==> config.mk <==
export PLATFORM = sky130hd
export DESIGN_NAME = serial_frame_receiver_unit
export DESIGN_NICKNAME = d
export VERILOG_FILES = /design/src/hdl/sfr_pkg.sv /design/src/hdl/sfr_out_fifo.sv /design/src/hdl/serial_frame_receiver_unit.sv
export SDC_FILE = /design/constraint.sdc
export NUM_CORES = 2
export LEC_CHECK = 0
export BUFFER_PORTS_ARGS = -buffer_cell sky130_fd_sc_hd__buf_2
export CAP_MARGIN = 20
export CORE_MARGIN = 4
export CORE_UTILIZATION = 35
export CTS_CLUSTER_SIZE = 14
export DETAILED_ROUTE_END_ITERATION = 7
export SETUP_SLACK_MARGIN = 0.4
export SLEW_MARGIN = 10
export SYNTH_ARGS = -nofsm -noshare
export SYNTH_HDL_FRONTEND = slang
export SYNTH_SLANG_ARGS = --single-unit
export TNS_END_PERCENT = 50
==> constraint.sdc <==
create_clock -name clk -period 6 [get_ports clk]
set_clock_uncertainty 0.15 [all_clocks]
set_input_delay 0 -clock clk [delete_from_list [all_inputs] [get_ports clk]]
set_output_delay 0 -clock clk [all_outputs]
set_load 0.02 [all_outputs]
==> src/hdl/sfr_pkg.sv <==
package sfr_pkg;

  // request selector carried on the input tuser
  typedef enum logic [1:0] {
    MODE_RX    = 2'd0,
    MODE_READ  = 2'd1,
    MODE_CLEAR = 2'd2
  } mode_t;

  // configuration register indexes
  localparam int REG_IDX_W = 1;
  localparam logic [REG_IDX_W-1:0] REG_HEADER = 1'd0;
  localparam logic [REG_IDX_W-1:0] REG_EXTRA  = 1'd1;

  // register reset values
  localparam logic [7:0] HEADER_RESET = 8'hA0;
  localparam logic [7:0] EXTRA_RESET  = 8'd7;

  // line end characters
  localparam logic [7:0] CHAR_CR = 8'h0d;
  localparam logic [7:0] CHAR_LF = 8'h0a;

  // byte counter and frame length widths
  localparam int CNT_W = 14;
  localparam int TOT_W = 17;

  // result buffer sizing
  localparam int OUT_DEPTH = 3;
  localparam int PTR_W     = $clog2(OUT_DEPTH);
  localparam int LVL_W     = $clog2(OUT_DEPTH + 1);

  // one result item
  typedef struct packed {
    logic [7:0] read_data;
    logic       restarted;
    logic       cr_seen;
    logic       binary_frame;
    logic       frame_done;
    logic [8:0] frame_count;
  } result_t;

endpackage

==> src/hdl/sfr_out_fifo.sv <==
module sfr_out_fifo (
  input  logic                  clk,
  input  logic                  rst,
  input  logic                  push,
  input  sfr_pkg::result_t      push_data,
  input  logic                  pop_ready,
  output logic                  pop_valid,
  output sfr_pkg::result_t      pop_data,
  output logic [sfr_pkg::LVL_W-1:0] level
);
  import sfr_pkg::*;

  result_t            entries [OUT_DEPTH];
  logic [PTR_W-1:0]   wr_ptr;
  logic [PTR_W-1:0]   rd_ptr;
  logic               pop;

  assign pop_valid = (level != '0);
  assign pop       = pop_valid && pop_ready;
  assign pop_data  = entries[rd_ptr];

  // pointers and fill level
  always_ff @(posedge clk) begin
    if (rst) begin
      wr_ptr <= '0;
      rd_ptr <= '0;
      level  <= '0;
    end else begin
      if (push) begin
        wr_ptr <= (wr_ptr == PTR_W'(OUT_DEPTH - 1)) ? '0 : wr_ptr + 1'b1;
      end
      if (pop) begin
        rd_ptr <= (rd_ptr == PTR_W'(OUT_DEPTH - 1)) ? '0 : rd_ptr + 1'b1;
      end
      case ({push, pop})
        2'b10:   level <= level + 1'b1;
        2'b01:   level <= level - 1'b1;
        default: level <= level;
      endcase
    end
  end

  // result storage
  always_ff @(posedge clk) begin
    if (push) begin
      entries[wr_ptr] <= push_data;
    end
  end

endmodule

==> src/hdl/serial_frame_receiver_unit.sv <==
// Serial frame receiver.
// Input stream: s_tuser carries the request mode (receive byte, read buffer
// entry, clear status); s_tdata carries the received byte and the read index.
// Every request gives exactly one result on the output stream, in order,
// with the frame status after the request and the read data for reads.
// Configuration: cfg_we writes cfg_wdata into the register at cfg_index
// (header byte, length extra) at once; write it only while no request is
// in flight.
// Results are registered in the first result stage and then written into
// the result buffer, whose output drives the master stream.
// Throughput: one request per cycle while s_tready is high. The frame
// buffer is a registered-read synchronous RAM with one write and one
// read port; receives write, reads read: no request needs both ports or forwarding.
// Results pass through a three-entry buffer; when the downstream stalls,
// up to three results are held and then s_tready falls until space frees.
// Reset clears the frame status and the registers to their defaults; the
// frame buffer contents are not cleared and no request may read an entry
// that was never written.
module serial_frame_receiver_unit #(
  parameter int BUF_DEPTH = 256
) (
  input  logic                          clk,
  input  logic                          rst,
  // slave stream
  input  logic                          s_tvalid,
  output logic                          s_tready,
  input  logic [15:0]                   s_tdata,   // rx_byte[7:0], read_index[15:8]
  input  logic [1:0]                    s_tuser,   // mode[1:0]
  // master stream
  output logic                          m_tvalid,
  input  logic                          m_tready,
  output logic [23:0]                   m_tdata,   // frame_count[8:0], frame_done[9],
                                                   // binary_frame[10], cr_seen[11],
                                                   // restarted[12], read_data[20:13],
                                                   // zero[23:21]
  // configuration write port
  input  logic                          cfg_we,
  input  logic [sfr_pkg::REG_IDX_W-1:0] cfg_index,
  input  logic [7:0]                    cfg_wdata
);
  import sfr_pkg::*;

  localparam int AW = (BUF_DEPTH > 1) ? $clog2(BUF_DEPTH) : 1;
  localparam logic [CNT_W-1:0] DEPTH_C = CNT_W'(BUF_DEPTH);

  // configuration registers
  logic [7:0] header_byte;
  logic [7:0] length_extra;

  // frame status
  logic [CNT_W-1:0] byte_count, byte_count_next;
  logic             done_flag, done_flag_next;
  logic             cr_flag, cr_flag_next;
  logic [7:0]       first_byte, first_byte_next;
  logic [7:0]       length_high, length_high_next;
  logic [7:0]       length_low, length_low_next;

  // frame buffer
  logic [7:0]       frame_store [BUF_DEPTH];
  logic [7:0]       rd_word;

  // request fields
  logic             accept;
  mode_t            mode;
  logic [7:0]       rx_byte;
  logic [7:0]       read_index;

  // update terms
  logic [CNT_W-1:0] cnt_inc;
  logic             bin_sel;
  logic [7:0]       lh_w;
  logic [7:0]       ll_w;
  logic [TOT_W-1:0] total;
  logic             restart;
  logic             wr_req;
  logic [CNT_W-1:0] wr_idx;
  logic             wr_en;
  logic             rd_en;

  // first result stage
  logic             s1_valid;
  result_t          s1_res;
  logic             s1_rd_ok;
  result_t          push_data;

  // buffer side
  result_t          out_res;
  logic [LVL_W-1:0] out_level;
  logic [LVL_W:0]   used;

  assign accept     = s_tvalid && s_tready;
  assign mode       = mode_t'(s_tuser);
  assign rx_byte    = s_tdata[7:0];
  assign read_index = s_tdata[15:8];

  assign used     = (LVL_W + 1)'(out_level) + (LVL_W + 1)'(s1_valid);
  assign s_tready = (used < (LVL_W + 1)'(OUT_DEPTH));

  // configuration writes
  always_ff @(posedge clk) begin
    if (rst) begin
      header_byte  <= HEADER_RESET;
      length_extra <= EXTRA_RESET;
    end else if (cfg_we) begin
      unique case (cfg_index)
        REG_HEADER: header_byte  <= cfg_wdata;
        REG_EXTRA:  length_extra <= cfg_wdata;
        default:    ;
      endcase
    end
  end

  // frame kind and length as seen by a binary byte written at byte_count
  assign cnt_inc = byte_count + 1'b1;
  assign bin_sel = (byte_count == '0) ? (rx_byte == header_byte)
                                      : (first_byte == header_byte);
  assign lh_w    = (byte_count == CNT_W'(2)) ? rx_byte : length_high;
  assign ll_w    = (byte_count == CNT_W'(3)) ? rx_byte : length_low;
  assign total   = TOT_W'({lh_w, ll_w}) + TOT_W'(length_extra);

  // next frame status
  always_comb begin
    byte_count_next  = byte_count;
    done_flag_next   = done_flag;
    cr_flag_next     = cr_flag;
    first_byte_next  = first_byte;
    length_high_next = length_high;
    length_low_next  = length_low;
    restart          = 1'b0;
    wr_req           = 1'b0;
    wr_idx           = byte_count;
    rd_en            = 1'b0;
    unique case (mode)
      MODE_RX: begin
        if (done_flag) begin
          // new frame after a completed one
          done_flag_next  = 1'b0;
          cr_flag_next    = 1'b0;
          wr_req          = 1'b1;
          wr_idx          = '0;
          byte_count_next = CNT_W'(1);
        end else if (bin_sel) begin
          // length-field frame
          wr_req          = 1'b1;
          byte_count_next = cnt_inc;
          if (cnt_inc >= CNT_W'(4)) begin
            if (cr_flag || cnt_inc >= DEPTH_C) begin
              byte_count_next = '0;
              cr_flag_next    = 1'b0;
              restart         = 1'b1;
            end
            if (TOT_W'(byte_count_next) == total) begin
              done_flag_next = 1'b1;
            end
          end
        end else if (cr_flag) begin
          // expect lf after cr
          if (rx_byte != CHAR_LF) begin
            byte_count_next = '0;
            cr_flag_next    = 1'b0;
            restart         = 1'b1;
          end else begin
            wr_req         = 1'b1;
            done_flag_next = 1'b1;
          end
        end else if (rx_byte == CHAR_CR) begin
          cr_flag_next    = 1'b1;
          wr_req          = 1'b1;
          byte_count_next = cnt_inc;
        end else begin
          // ordinary text byte, restart on overflow
          wr_req          = 1'b1;
          byte_count_next = cnt_inc;
          if (cnt_inc >= DEPTH_C) begin
            byte_count_next = '0;
            restart         = 1'b1;
          end
        end
      end
      MODE_READ: begin
        rd_en = (CNT_W'(read_index) < DEPTH_C);
      end
      MODE_CLEAR: begin
        if (byte_count != '0) begin
          byte_count_next = '0;
          done_flag_next  = 1'b0;
          cr_flag_next    = 1'b0;
        end
      end
      default: ;
    endcase

    // shadow copies of entries 0, 2 and 3
    wr_en = wr_req && (wr_idx < DEPTH_C);
    if (wr_en) begin
      if (wr_idx == CNT_W'(0)) first_byte_next  = rx_byte;
      if (wr_idx == CNT_W'(2)) length_high_next = rx_byte;
      if (wr_idx == CNT_W'(3)) length_low_next  = rx_byte;
    end
  end

  // frame status registers
  always_ff @(posedge clk) begin
    if (rst) begin
      byte_count  <= '0;
      done_flag   <= 1'b0;
      cr_flag     <= 1'b0;
      first_byte  <= '0;
      length_high <= '0;
      length_low  <= '0;
    end else if (accept) begin
      byte_count  <= byte_count_next;
      done_flag   <= done_flag_next;
      cr_flag     <= cr_flag_next;
      first_byte  <= first_byte_next;
      length_high <= length_high_next;
      length_low  <= length_low_next;
    end
  end

  // frame buffer ram, registered read
  always_ff @(posedge clk) begin
    if (accept && wr_en) begin
      frame_store[wr_idx[AW-1:0]] <= rx_byte;
    end
    if (accept && rd_en) begin
      rd_word <= frame_store[AW'(read_index)];
    end
  end

  // first result stage
  always_ff @(posedge clk) begin
    if (rst) begin
      s1_valid <= 1'b0;
    end else begin
      s1_valid <= accept;
    end
  end

  always_ff @(posedge clk) begin
    if (accept) begin
      s1_res.frame_count  <= byte_count_next[8:0];
      s1_res.frame_done   <= done_flag_next;
      s1_res.binary_frame <= (byte_count_next != '0) && (first_byte_next == header_byte);
      s1_res.cr_seen      <= cr_flag_next;
      s1_res.restarted    <= restart;
      s1_res.read_data    <= '0;
      s1_rd_ok            <= rd_en;
    end
  end

  always_comb begin
    push_data           = s1_res;
    push_data.read_data = s1_rd_ok ? rd_word : 8'd0;
  end

  // result buffer
  sfr_out_fifo u_out_fifo (
    .clk       (clk),
    .rst       (rst),
    .push      (s1_valid),
    .push_data (push_data),
    .pop_ready (m_tready),
    .pop_valid (m_tvalid),
    .pop_data  (out_res),
    .level     (out_level)
  );

  assign m_tdata = {3'b000, out_res};

endmodule
After elaboration in Yosys (flattened, before gate mapping) --
Memory sizes are Yosys's and may differ from the RTL's. A register that Yosys moved wholly into a read port is not among the register bits. Index checks and enable logic that the tools add are counted.
Operators by class: add/subtract/negate cells 7, magnitude comparators 4, eq/ne operators 16, muxes and demuxes 59, bitwise gates (word level) 2, reduce and logical (&&, ||, !) cells 19
Operators with widths (count):
- two-way mux 14 bit | 15
- equality test 14 x 2 -> 1 bit (second input constant) | 4
- two-way mux 8 bit | 5
- two-way mux 1 bit | 31
- zero test 14 bit | 2
- case mux 14 bit (2 select lines) | 1
- nonzero test 14 bit | 2
- equality test 8 bit | 3
- adder 16 x 8 -> 17 bit | 1
- equality test 14 x 17 -> 1 bit | 1
- adder 14 x 1 -> 14 bit (second input constant) | 1
- greater-or-equal comparator 14 x 3 -> 1 bit (second input constant) | 1
- greater-or-equal comparator 14 x 9 -> 1 bit (second input constant) | 1
- less-than comparator 14 x 9 -> 1 bit (second input constant) | 1
- equality test 2 bit (second input constant) | 4
- equality test 8 x 4 -> 1 bit (second input constant) | 1
- two-way mux 2 bit | 4
- != test 8 x 4 -> 1 bit (second input constant) | 1
- adder 2 x 1 -> 2 bit (second input constant) | 3
- logical AND 1 bit | 6
- AND reduction 3 bit | 2
- equality test 2 x 1 -> 1 bit (second input constant) | 2
- case mux 1 bit (2 select lines) | 2
- case mux 2 bit (2 select lines) | 1
- 9 further kinds | 12
Storage, ports and cells: register bits 77, RAM bits 2111, bits of input ports 32, output and inout port bits 26, logic and storage cells 127, memories 2
Memories:
- frame_store | words 256, width 8, read ports 1, clocked after Yosys merged registers in 1, write ports 1, RTL line serial_frame_receiver_unit.sv:59 | logic [7:0] frame_store [BUF_DEPTH];
- u_out_fifo.entries | words 3, width 21, read ports 1, clocked after Yosys merged registers in 1, write ports 1, RTL line sfr_out_fifo.sv:13 | result_t entries [OUT_DEPTH];

Logic depth before layout (Yosys ltp) --
depth in word-level cells 14, gate-level depth with buffers 19, depth with buffers taken out 17

Modules after synthesis --
A second synthesis with hierarchy kept.
Second synthesis, totals: cell total of the unflattened synthesis 4052, area, all modules 86694.4 sq um
By module, submodules not included:
- serial_frame_receiver_unit | instances 1, cells each 3886, area an instance 84066.9 sq um, seq. area each 63300.7 sq um
- sfr_out_fifo | instances 1, cells each 166, area an instance 2627.5 sq um, seq. area each 2052.0 sq um

Worst setup path before layout --
OpenSTA, ideal clock, no wires.
path type register to register, start register byte_count[4], end register done_flag, setup time 70 ps, data arrival time 3976 ps, required time 5780 ps, setup slack 1804 ps, stages on the path, launching flop included 18, path buffers 2, period minus slack after synthesis 4196 ps, path through dfxtp_1 buf_1 nor2_1 and4_1 nand3_1 clkbuf_1 mux2_2 fa_1 a21oi_1 o21bai_1 and4_1 a2111o_1 xor2_1 o32ai_1 a32oi_1 o41ai_2 nand2_1 a21oi_1
On the way: cells in the longest elaborated chain, start to end 14, elaborated cells between the ends (all ways) 24, those cells by class add/sub (2); order compare (2); eq/ne (3); mux (14); reduce/logical (3)
RTL lines:
- start, declared | RTL line serial_frame_receiver_unit.sv:51 | logic [CNT_W-1:0] byte_count, byte_count_next;
- start signal, assigned | RTL line serial_frame_receiver_unit.sv:212 | byte_count <= byte_count_next;
- adder 14 x 1 -> 14 bit | RTL line serial_frame_receiver_unit.sv:114 | assign cnt_inc = byte_count + 1'b1;
- greater-or-equal comparator 14 x 9 -> 1 bit | RTL line serial_frame_receiver_unit.sv:147 | if (cr_flag || cnt_inc >= DEPTH_C) begin
- logical OR 1 bit | RTL line serial_frame_receiver_unit.sv:147
- two-way mux 14 bit | RTL line serial_frame_receiver_unit.sv:147
- two-way mux 14 bit | RTL line serial_frame_receiver_unit.sv:146 | if (cnt_inc >= CNT_W'(4)) begin
- two-way mux 14 bit | RTL line serial_frame_receiver_unit.sv:142 | end else if (bin_sel) begin
- two-way mux 14 bit | RTL line serial_frame_receiver_unit.sv:135 | if (done_flag) begin
- two-way mux 14 bit | RTL line serial_frame_receiver_unit.sv:133 | unique case (mode)
- equality test 14 x 17 -> 1 bit | RTL line serial_frame_receiver_unit.sv:152 | if (TOT_W'(byte_count_next) == total) begin
- two-way mux 1 bit | RTL line serial_frame_receiver_unit.sv:152
- two-way mux 1 bit | RTL line serial_frame_receiver_unit.sv:146
- two-way mux 1 bit | RTL line serial_frame_receiver_unit.sv:142
- two-way mux 1 bit | RTL line serial_frame_receiver_unit.sv:135
- case mux 1 bit (2 select lines) * | RTL line serial_frame_receiver_unit.sv:133
- end signal, assigned | RTL line serial_frame_receiver_unit.sv:213 | done_flag <= done_flag_next;
- end, declared | RTL line serial_frame_receiver_unit.sv:52 | logic done_flag, done_flag_next;
Every way passes the cells marked *; elsewhere a longest branch is shown, timed or not. The select of a mux whose other input is x is not followed. A chain may end at the register's enable or synchronous reset.

Final worst setup path --
start register byte_count[0], end memory frame_store[143][7] (enable)
On the way: cells in the longest elaborated chain, start to end 9, elaborated cells between the ends (all ways) 12, those cells by class order compare (1); mux (8); reduce/logical (3)
RTL lines (RTL line):
- branches (longest 9 deep; another with less-than comparator 14 x 9 -> 1 bit)
- end, declared | serial_frame_receiver_unit.sv:59
Several ways; the timed one is not identified.

==> results list <==
- After layout, the minimum clock period comes to 5.18 ns.
- Largest cells by area after synthesis: edfxtp_1, mux4_2, dfxtp_1
- The run finished with clean final reports.
- The region available for standard cell placement spans 0.246 sq mm.
- Total clock buffers created by CTS: 218
- For this design, the sink count on the clock tree is 2198.
- Highest-count cells in the layout ignoring fill and taps: edfxtp_1, mux4_2, nor2_1, clkbuf_16, nand2_1
- Die X: 506 um
- Summing all multi-input logic gate instances after layout gives 0.0204 sq mm.
- Routed length per placed instance: 27.3 um
* RSZ-0062 raised after global routing: no
- Root Buffer: clkbuf_16
* Gr ovfl total: 0
- Fraction of synthesis flops using an asynchronous set or reset pin: 0%
* Number of cells in the design after placement: 7271
* Tcrit/Tclk final: 86.3%
- Psw: 7.33 mW
* Hold_buf cts: 58
- Per-cell via count in the routed design: 5.38
- Fraction of synthesized cell area in xor and xnor cells: 0.268%
- Arrival time at the worst endpoint: 5.50 ns
* Clock input transition at the sequential cells of the worst setup and hold paths: 0.06 ns
* Synthesized instance count: 4047
- Sequential Power Share: 51.8%
- The first global-routing pass estimated 308 mm of wire.
- TritonCTS built the clock tree.
* Worst-margin pin slew: 1.13 ns
- Adder and majority gate portion of the synthesized area: 0.225%
* Site Rows: 182
* Critical path endpoint category: flip-flop
* Sequential Area: 0.0654 sq mm
- Tot Pwr: 32.8 mW
* H-tree depth reported by CTS: 4
- Worst IR drop on VDD: 0.237 mV
- The top cell type by area accounts for 73.7% of the synthesized area.
- GP Congestion: 0.842
* Count of pins over their slew limit: 0
* Boundary Pins: 58
* Power share of the combinational group: 6.9%
- Leaving out filler cells and counting taps, the final layout contains 7734.
* Sw Ratio: 22.3%
- Synthesis-stage register bit count: 2198
* Number of nets in the layout: 4284
- The initial utilization of the core area, before any placement, comes to 35.3%.
* Post-detailed-route count of antenna-violating nets: 0
- Clock latency reported for the late side of the worst-skew pair: 0.85 ns
* EDFF count, synth: 2133
* Setup Crit Path Kind: flip-flop to flip-flop
* Most used DFF post-synth: edfxtp_1
- The die covers 0.256 sq mm.
- Hold violation count in the final report: 0
- Yosys warning total: 0
- The number of different library cells used by synthesis comes to 90.
* Pin count of the biggest net entering global routing: 182
* Sequential share of the synthesized area: 75.2%
- Filler cell count in the final layout: 21616
* Number of I/O port buffers: 54
* Number of global-route vias before repair: 41941
- Along the worst path, the maximum fanout reaches 16.
- STA classifies the critical path startpoint as a flip-flop.
- Slew Limit Headroom: 24.7%
- Measured along the y axis, the die boundary spans 506 um.
- After synthesis, the largest family of logic cells by area is multiplexers.
- Setup violations remaining at the end of the flow were counted as 0.
- For this run, design rule violations remaining after detail routing come to 0.
- Summed over all nets, the half-perimeter wirelength after detailed placement is 128 mm.
- Starting DRC count in detailed routing: 4670
- Wires add up to 211 mm.
- Count of vias placed by the detailed router: 41643
- Post-cts sizing count: 0
- The clock network burns 41.3% of the power.
* Tot GR Track Use: 16.3%
* Share of final-layout standard cells stronger than drive strength 1: 27.4%
- The synthesized netlist devotes 3.18% of its cell area to simple gates.
- Number of antenna violations at the first check in global routing: 16
- The first TritonRoute pass finished after 6 iterations.
- Relative to the synthesized area, the layout overhead comes to 14.2%.
- Internal: 25.5 mW
- The clock passes through at most 3 buffers.
- The mapped netlist covers 0.0869 sq mm.
- Areal power density over the cells: 331 mW/mm^2
* HP Class: input pin to flip-flop
- Worst Path Required: 6.32 ns
- Peak clock frequency supported by timing: 193 MHz
- After synthesis, the mean cell area works out to 21.5 sq um.
- Max-Cap Viols: 0
- The synthesized netlist devotes 1.48% of its cell area to compound gates.
* Leakage power: 30.2 nW
* Fin Setup TNS: 0 ns
- Most common cell after layout, fill and taps aside: edfxtp_1
* Portion of netlist area occupied by mux cells: 18.3%
* Yosys top cell by area: edfxtp_1
- Total setup buffers inserted after CTS: 0
[critical path: stages (launching register included)]
cell     delay (ns)
dfxtp_1        0.64
inv_1          0.31
ha_1           0.27
nor3b_1        0.13
and4_1         0.31
mux2i_1        0.17
nand2_1        0.14
nand3_2        0.09
nand3_1        0.12
nand4_2        0.25
nor3b_2        0.71
nand2_1        0.71
nor2_1         0.80
[sequential cells by signal, indices dropped and copies added (netlist names), 13 cells and up, named ones only]
register / flops
u_out_fifo.entries: 63
push_data: 13
byte_count: 14
frame_store: 2048
[worst paths after layout]
path	from	end	slack (ns)	cells past startpoint
worst max register to register	byte_count[0]	frame_store[143][7]	0.82	12
worst max-delay path	byte_count[0]	frame_store[143][7]	0.82	12
worst min register to register	push_data[0]	u_out_fifo.entries[1][0]	0.33	0
worst min-delay path	s_tdata[5]	frame_store[222][5]	0.03	2
[through the flow]
| step | instance area [sq um] | hold WS [ns] | util [%] | setup slack, ns |
|---|---|---|---|---|
| finish | 99200 | 0.0263 | 40.3 | 0.822 |
| global route | 99200 | 0.0261 | 40.3 | 0.573 |
| CTS | 99200 | 0.00610 | 40.3 | 0.895 |
| detailed placement | 91500 | 0.104 | 37.1 | 0.909 |
| global placement | 91500 | 0.0890 | 37.1 | 0.969 |
| floorplan | 86900 | -0.0511 | - | 1.80 |
[final cells by class]
cell class | count | area share (%)
flip-flops and latches | 2198 | 65.9
multi-input cells | 1576 | 20.6
clock buffers | 266 | 5.75
well taps | 3312 | 4.18
repair buffers | 217 | 2.08
clock inverters | 138 | 1.46
inverters | 26 | 0.0984
diodes | 1 | 0.00252
[kinds of logic (layout without fill, tap and decap cells)]
logic type / count (synthesis) / in the layout
xor gates and xnor gates: 25 / 25
DFF: 2198 / 2198
other: 1 / 4
and+or+nand+nor: 608 / 608
adders and majority gates: 15 / 15
muxes: 737 / 737
AOI/OAI and AO/OA: 188 / 188
buffers and inverters: 275 / 647
[cell usage after synthesis (4+ instances only)]
cell      number
xor2_1        10
nand2b_1       4
mux2_2         8
mux4_2       680
mux2i_1       49
buf_1         30
o21ai_0       55
a211o_1        5
nand2_1      127
a31oi_1        8
xnor2_1       14
and4_1         5
a21oi_1       42
clkbuf_1     146
o211ai_1       6
edfxtp_1    2133
ha_1          14
or2_2          6
nor2b_1       14
nand4_1       14
and3_1         7
nor2_1       317
o31ai_1        6
dfxtp_1       65
nand3_1       25
or3_1          7
nor3_1        15
inv_1         24
a211oi_1      10
nor3b_1        6
o21a_1         5
buf_4          7
nor4_1        12
nand3b_1       8
a311oi_1       5
a21o_1         6
and2_1        15
buf_2         64
[power by group through the flow]
stage	sequential, mW	clock [mW]	combinational (mW)
after floorplan	17.3	0	1.27
after global placement	17.3	0	2.23
after detailed placement	17.3	0	2.25
after CTS	17.0	13.8	2.29
after global routing	17.0	14.5	2.40
final	17.0	13.6	2.27
[metal layers]
metal	global-route usage (%)	routed length (um)
met5	0	0
met4	3.45	3890
met3	2.88	15900
met2	25.8	101000
met1	23.7	90400
Power figures use the tool's default switching activity.
